--- config.mk ---
export PLATFORM = sky130hd
export DESIGN_NAME = bhr_front
export DESIGN_NICKNAME = d
export VERILOG_FILES = /design/src/design/bhr_pkg.sv /design/src/design/bhr_front.sv
export SDC_FILE = /design/constraint.sdc
export NUM_CORES = 1
export LEC_CHECK = 0
export BUFFER_PORTS_ARGS = -buffer_cell sky130_fd_sc_hd__buf_2
export CELL_PAD_IN_SITES_DETAIL_PLACEMENT = 1
export CELL_PAD_IN_SITES_GLOBAL_PLACEMENT = 1
export CORE_UTILIZATION = 52
export CTS_BUF_LIST = sky130_fd_sc_hd__clkbuf_4
export CTS_CLUSTER_DIAMETER = 60
export DETAILED_ROUTE_END_ITERATION = 7
export PLACE_DENSITY_LB_ADDON = 0.08
export SYNTH_ARGS = -nofsm -noshare
export SYNTH_HDL_FRONTEND = slang
export SYNTH_SLANG_ARGS = --single-unit
--- constraint.sdc ---
create_clock -name clk -period 12.4 [get_ports clk]
set_clock_uncertainty 0.1 [all_clocks]
set_input_delay 2.48 -clock clk [delete_from_list [all_inputs] [get_ports clk]]
set_output_delay 2.48 -clock clk [all_outputs]
set_load 0.05 [all_outputs]
--- src/design/bhr_pkg.sv ---
// Shared types, codes and constants of the box height rasterizer.
package bhr_pkg;

	localparam int GRID_RES_DEF = 64;
	localparam int COORD_W = 24;
	localparam int DIFF_W = COORD_W + 1;
	localparam int HEIGHT_W = 16;
	localparam int CELL_IDX_W = 12;
	localparam int REQ_W = 2;
	localparam int CFG_IDX_W = 2;
	localparam int QUEUE_DEPTH = 4;
	localparam int QP_W = $clog2(QUEUE_DEPTH);

	localparam logic [REQ_W-1:0] REQ_DRAW = 2'd0;
	localparam logic [REQ_W-1:0] REQ_READ = 2'd1;
	localparam logic [REQ_W-1:0] REQ_CLEAR = 2'd2;

	localparam logic [CFG_IDX_W-1:0] CFG_MIN_X = 2'd0;
	localparam logic [CFG_IDX_W-1:0] CFG_MIN_Z = 2'd1;
	localparam logic [CFG_IDX_W-1:0] CFG_MAX_X = 2'd2;
	localparam logic [CFG_IDX_W-1:0] CFG_MAX_Z = 2'd3;

	typedef logic signed [COORD_W-1:0] coord_t;
	typedef logic signed [DIFF_W-1:0] diff_t;

	typedef struct packed {
		coord_t min_x;
		coord_t min_z;
		coord_t max_x;
		coord_t max_z;
	} region_t;

	// Queued command; box corners are already taken relative to the region minimum.
	typedef struct packed {
		logic [REQ_W-1:0] kind;
		diff_t dx0;
		diff_t dz0;
		diff_t dx1;
		diff_t dz1;
		logic [HEIGHT_W-1:0] height;
		logic [CELL_IDX_W-1:0] cell_index;
	} cmd_t;

	typedef struct packed {
		logic start;
		logic ceil_mode;
		diff_t numer;
		logic [DIFF_W-1:0] denom;
	} div_req_t;

	typedef struct packed {
		logic busy;
		logic done;
	} div_rsp_t;

endpackage

--- src/design/bhr_front.sv ---
// Request intake: decodes and screens requests and queues them for the back end.
module bhr_front (
	input  logic                      clk,
	input  logic                      arst_n,
	input  logic                      s_axis_tvalid,
	output logic                      s_axis_tready,
	input  logic [127:0]              s_axis_tdata,
	input  logic [bhr_pkg::REQ_W-1:0] s_axis_tuser,
	input  bhr_pkg::region_t          region,
	input  logic                      hold,
	input  logic                      pop,
	output logic                      empty,
	output bhr_pkg::cmd_t             head
);

	bhr_pkg::cmd_t q_mem_q [bhr_pkg::QUEUE_DEPTH];
	logic [bhr_pkg::QP_W-1:0] wr_ptr_q;
	logic [bhr_pkg::QP_W-1:0] rd_ptr_q;
	logic [bhr_pkg::QP_W:0] count_q;
	logic full;
	logic accept;
	logic keep;
	logic push;
	logic draw_hit;
	bhr_pkg::coord_t bx0, bz0, bx1, bz1;
	bhr_pkg::cmd_t cmd;

	assign bx0 = s_axis_tdata[23:0];
	assign bz0 = s_axis_tdata[47:24];
	assign bx1 = s_axis_tdata[71:48];
	assign bz1 = s_axis_tdata[95:72];

	// A draw that misses the region, or hits an empty region, is dropped here.
	assign draw_hit = (region.max_x > region.min_x) && (region.max_z > region.min_z)
		&& !(bx0 > region.max_x) && !(bx1 < region.min_x)
		&& !(bz0 > region.max_z) && !(bz1 < region.min_z);

	always_comb begin
		case (s_axis_tuser)
			bhr_pkg::REQ_DRAW: keep = draw_hit;
			bhr_pkg::REQ_READ: keep = 1'b1;
			bhr_pkg::REQ_CLEAR: keep = 1'b1;
			default: keep = 1'b0;
		endcase
	end

	always_comb begin
		cmd.kind = s_axis_tuser;
		cmd.dx0 = {bx0[23], bx0} - {region.min_x[23], region.min_x};
		cmd.dz0 = {bz0[23], bz0} - {region.min_z[23], region.min_z};
		cmd.dx1 = {bx1[23], bx1} - {region.min_x[23], region.min_x};
		cmd.dz1 = {bz1[23], bz1} - {region.min_z[23], region.min_z};
		cmd.height = s_axis_tdata[111:96];
		cmd.cell_index = s_axis_tdata[123:112];
	end

	assign full = count_q == (bhr_pkg::QP_W + 1)'(bhr_pkg::QUEUE_DEPTH);
	assign s_axis_tready = !full && !hold;
	assign accept = s_axis_tvalid && s_axis_tready;
	assign push = accept && keep;
	assign empty = count_q == '0;
	assign head = q_mem_q[rd_ptr_q];

	always_ff @(posedge clk or negedge arst_n) begin
		if (!arst_n) begin
			wr_ptr_q <= '0;
			rd_ptr_q <= '0;
			count_q <= '0;
		end else begin
			if (push) begin
				wr_ptr_q <= wr_ptr_q + bhr_pkg::QP_W'(1);
			end
			if (pop) begin
				rd_ptr_q <= rd_ptr_q + bhr_pkg::QP_W'(1);
			end
			if (push && !pop) begin
				count_q <= count_q + (bhr_pkg::QP_W + 1)'(1);
			end else if (pop && !push) begin
				count_q <= count_q - (bhr_pkg::QP_W + 1)'(1);
			end
		end
	end

	always_ff @(posedge clk) begin
		if (push) begin
			q_mem_q[wr_ptr_q] <= cmd;
		end
	end

endmodule

* Yosys cells after proc, flatten, opt, wreduce, memory -nomap -nowiden
Memories as Yosys holds them, arrays and structs flattened.
Index checks and enable logic that the tools add are counted.
** Cells by class
- $lt $le $gt $ge :: 6
- Equal/unequal tests :: 3
- $add $sub $neg :: 8
- Multiplexer cells :: 5
- Reduce and logical (&&, ||, !) cells :: 22
** Operator list (number)
- 24-bit by 24-bit subtractor with 25-bit output :: 4
- 24-bit greater-than comparator :: 4
- 24-bit < comparator :: 2
- 1-bit logical AND :: 10
- 1-bit zero test :: 8
- 3-bit two-way mux :: 2
- 2-bit by 1-bit adder with 2-bit output (second input constant) :: 2
- 3-bit by 1-bit adder with 3-bit output (second input constant) :: 1
- 3-bit equality test (second input constant) :: 1
- 3-bit zero test :: 1
- 3-bit by 1-bit subtractor with 3-bit output (second input constant) :: 1
- 2-bit by 1-bit equality test with 1-bit output (second input constant) :: 1
- 2-bit equality test (second input constant) :: 1
- 2-bit zero test :: 1
- 1-bit two-way mux :: 2
- 1-bit case mux with 2 select lines :: 1
- 2-bit nonzero test :: 1
- 2-bit OR reduction :: 1
** Word-level totals
- Bits in registers :: 7
- Memories kept :: 1
- Output and inout bits :: 132
- Bits in writable memories :: 520
- Word-level logic and storage cells :: 48
** Memories
- q_mem_q :: words 4, width 130, read ports 1, clocked after Yosys merged registers in 0, wr ports 1, line bhr_front.sv:16 : bhr_pkg::cmd_t q_mem_q [bhr_pkg::QUEUE_DEPTH];

* Longest topological paths before layout
- Depth in word-level cells :: 12
- Gate-level depth with buffers :: 16

* Least setup slack after synthesis
OpenSTA, ideal clock, no wires.
- Path type :: input-to-reg
- From :: input region[47] in the netlist's numbering
- To :: memory q_mem_q[0][0] in the netlist's numbering (enable)
- Setup slack :: 4384 ps
- Stages on the path :: 11
- Data arrival time :: 7411 ps
- Buffers on the path :: 0
- Required time :: 11795 ps
- Cells stage by stage :: inv_1 ha_1 nand4_1 o211ai_1 or4_1 o21ai_2 a31oi_1 a211oi_2 nand4b_1 o21ai_4 and2_1
** Between the ends
- Longest elaborated chain between the ends :: 10
- Elaborated cells between the ends (all ways) :: 12
** Ends and longest elaborated chain
- start: declaration :: line bhr_front.sv:9 : input bhr_pkg::region_t region,
- 24-bit greater-than comparator (on tied branches) :: line bhr_front.sv:34, bhr_front.sv:35
- 1-bit logical AND or 1-bit zero test (tied branches) :: line bhr_front.sv:34, bhr_front.sv:35
- 1-bit logical AND * (2 in a row) :: line bhr_front.sv:35 : && !(bx0 > region.max_x) && !(bx1 < region.min_x)
- 1-bit logical AND * (2 in a row) :: line bhr_front.sv:36 : && !(bz0 > region.max_z) && !(bz1 < region.min_z);
- 1-bit case mux with 2 select lines * :: line bhr_front.sv:39 : case (s_axis_tuser)
- 1-bit logical AND * :: line bhr_front.sv:60 : assign push = accept && keep;
- named net push :: line bhr_front.sv:23 : logic push;
- 1-bit two-way mux * :: line bhr_front.sv:85 : if (push) begin
- 1-bit two-way mux (not written as such) * :: line bhr_front.sv:86 : q_mem_q[wr_ptr_q] <= cmd;
- end: declaration :: line bhr_front.sv:16
Mark *: on every way through the listed nets, which the timed path passes. The rest lies on a longest branch.

* Worst setup path after layout
- From :: input region[93] in the netlist's numbering
- To :: memory q_mem_q[3][117] in the netlist's numbering (enable)
** Between the ends
- Longest elaborated chain between the ends :: 10
- Elaborated cells between the ends (all ways) :: 12
** Ends and longest elaborated chain
- 24-bit greater-than comparator :: line bhr_front.sv:34 : assign draw_hit = (region.max_x > region.min_x) && (region.max_z > region.min_z)
- 1-bit logical AND :: line bhr_front.sv:34
- 1-bit logical AND :: line bhr_front.sv:35
- 1-bit logical AND * :: line bhr_front.sv:35
- 1-bit logical AND * (2 in a row) :: line bhr_front.sv:36
- 1-bit case mux with 2 select lines * :: line bhr_front.sv:39
- 1-bit logical AND * :: line bhr_front.sv:60
- named net push :: line bhr_front.sv:23
- 1-bit two-way mux * :: line bhr_front.sv:85
- 1-bit two-way mux (not written as such) * :: line bhr_front.sv:86
Marks and branches as above.

==> results.json <==
{
  "cts_resized": 0,
  "grt_first_pass_wirelength_um": 103000,
  "drc": 0,
  "antenna_found_initial": 14,
  "worst_pin_slew_ns": 1.18,
  "die_w_um": 226,
  "grt_pass1_vias": 18191,
  "dp_hpwl_um": 48700,
  "ant_nets": 0,
  "vias": 16619,
  "wire_per_inst_um": 23.3,
  "synth.ff_latch_count": 527,
  "worst_setup_path_end_kind": "flop",
  "cp_data_arrival_time_ns": 7.20,
  "vias_per_cell": 5.67,
  "syn_nets": 2126,
  "synth_seq_area_share": 0.607,
  "gp_congestion": 0.883,
  "slew_headroom": 0.214,
  "crit_fanout": 60,
  "root_buffer": "clkbuf_4",
  "startpoint": "region[93]",
  "power_density_nw_per_um2": 200,
  "drt_wl_total_um": 68400,
  "grt.overflow.total": 0,
  "async_reset_ff_frac": 0.0133,
  "clock.fmax_mhz": 147,
  "area_growth_pct": 16.8,
  "clock_path_buffers": 3,
  "path_class": "in2reg",
  "synth_edf_count": 520,
  "hold_path_class": "reg2reg",
  "die_area_um2": 51000,
  "htreeDepth": 4,
  "syn_inst": 1689,
  "fillers": 4809,
  "fin_setup_tns_ns": 0,
  "setup_viol_count_final": 0,
  "utilization": 0.619,
  "final_layout_size_suffix_gt1_frac": 0.328,
  "ys_top_cells_by_area": "edfxtp_1 60%, mux4_2 11%, ha_1 9.7%",
  "drt_iter0_drc": 823,
  "finalHoldViolCount": 0,
  "hold_start": "count_q[2]$_DFFE_PN0P_",
  "ios": 363,
  "synth_top_cell_by_area": "edfxtp_1",
  "cts_tree": "done",
  "post_cts_buffers": 0,
  "clkLatencyLatePin_ns": 0.93,
  "synth_most_common_cell": "edfxtp_1",
  "clk_pin_slew_ns": 0.06,
  "r2r-start": "count_q[0]$_DFFE_PN0P_",
  "status": "finished clean",
  "die_h_um": 226,
  "cp-start-kind": "input pin",
  "start_util": 0.530,
  "cts.sinks": 527,
  "cts_inserted_buffers": 140,
  "ir_drop_v": 0.000123,
  "cap_violations": 0,
  "report.final.slew_viol_count": 0,
  "grt_util_all_layers": 0.276,
  "cts_hold_buf": 0,
  "dr.pass1.iters": 5,
  "syn-cell-area_um2": 26000,
  "coreArea_um2": 49200,
  "synth_area_per_cell_um2": 15.4,
  "period_share": 0.547,
  "grt_setup_unrepaired": "no",
  "synth_top_area_share": 0.600,
  "grt_max_degree": 87,
  "worstPathRequired_ns": 12.82,
  "period_needed_ns": 6.78,
  "yosys_warnings": 0,
  "p_leak_nw": 11.9,
  "synth_common_cells": "520 x edfxtp_1, 201 x ha_1, 138 x inv_1, 130 x mux4_2, 97 x a21oi_1",
  "synth_cell_type_count": 73,
  "place.port_buffers": 358,
  "ys.flop_type": "edfxtp_1",
  "layout.nets": 2606,
  "core.rowCount": 81
}
==> metal layers <==
metal / track usage / wire length (µm) / vias up / part of all wire
li1: - / - / 7689 / -
met1: 0.321 / 27200 / 8318 / 0.40
met2: 0.469 / 34500 / 471 / 0.50
met3: 0.0826 / 4580 / 121 / 0.067
met4: 0.126 / 1990 / 20 / 0.029
met5: 0 / 134 / - / 0.0020
==> worst max-delay path: stages <==
cell and delay (ns):
buf_2 0.08, inv_1 0.07, ha_1 0.32, nand4_1 0.17, nor4_1 0.93, o21ai_1 0.15
a31oi_1 0.41, nor4b_1 0.14, nor4bb_1 0.28, nand4b_1 0.19, o21ai_4 0.36, and2_4 0.67
buf_4 0.89
==> power breakdown <==
group / switching (mW) / internal [mW]
clock: 0.707 / 0.794
sequential: 0.130 / 2.13
combinational: 1.59 / 0.740
==> cell type report <==
type                    count  area, µm²  area share
diodes                      5       12.5    0.000412
clock inverters            39        270     0.00889
inverters                 138        518      0.0170
flip-flops and latches    527      15800       0.520
well taps                 664        831      0.0273
clock buffers             196       1470      0.0484
multi-input cells         993       9620       0.316
repair buffers            369       1890      0.0621
==> cell families after synthesis <==
group / after synthesis / synth area share
AO/OA/AOI/OAI: 303 / 0.0772
XOR/XNOR: 78 / 0.0262
adder cells (fa/ha/maj): 206 / 0.100
buffers and inverters: 169 / 0.0244
flip-flops: 527 / 0.607
multiplexers: 133 / 0.114
AND/OR/NAND/NOR: 273 / 0.0513
==> flip-flops by register name, summed over array words and instances (netlist names) <==
| signal | cells |
|---|---|
| q_mem_q | 520 |
| count_q | 3 |
| rd_ptr_q | 2 |
| wr_ptr_q | 2 |
==> cell usage in the layout (no fill, tap or decap), types with 4 or more instances in the layout <==
master    synthesis  final
nand2_1          61     61
ha_1            201    201
nand3_1          19     19
nor2b_1          26     26
o31a_1            6      6
buf_4             0     10
clkinv_2          0      7
nand2b_1          7      7
clkinv_1          0     18
nor4_1            6      6
a211oi_1         14     14
nor2_1           80     80
nor3_1           22     22
o211ai_1          9      9
edfxtp_1        520    520
and2_1           10      6
and2_4            0      4
o21bai_1          6      6
a211o_1           4      4
inv_1           138    138
mux4_2          130    130
xor2_1           18     18
diode_2           0      5
a31oi_1          11     11
nand4_1          22     22
a21oi_1          97     97
o21a_1           24     24
and3_1            4      4
clkbuf_4          0    196
o21ai_1          11     11
a311o_1           4      4
a21o_1           30     30
o21ai_0          48     48
dfrtp_1           7      5
fa_1              5      5
buf_2             0    358
xnor2_1          60     60
==> stage by stage <==
step | worst slack [ns] | area [µm²] | cells | hold slack, ns | power, mW
global placement | 4.95 | 28700 | 2691 | 0.385 | 4.59
finish | 5.62 | 30400 | 2931 | 0.415 | 6.08
floorplan | 4.38 | 26000 | 1689 | 0.364 | 4.03
global route | 5.46 | 30400 | 2930 | 0.437 | 6.36
detailed placement | 4.76 | 28700 | 2691 | 0.384 | 4.64
CTS | 5.78 | 30400 | 2926 | 0.420 | 6.17
==> final timing paths <==
| kind | endpoint | cells after the start | slack (ns) |
|---|---|---|---|
| max | q_mem_q[3][117]$_DFFE_PP_ | 13 | 5.62 |
| min | count_q[2]$_DFFE_PN0P_ | 1 | 0.41 |
| max reg2reg | q_mem_q[3][117]$_DFFE_PP_ | 7 | 8.62 |
| min reg2reg | count_q[2]$_DFFE_PN0P_ | 1 | 0.41 |
| max in group asynchronous | rd_ptr_q[0]$_DFFE_PN0P_ | 1 | 10.72 |
| min in group asynchronous | rd_ptr_q[1]$_DFFE_PN0P_ | 1 | 1.27 |
Note: power is estimated with default switching activity, not from simulation.
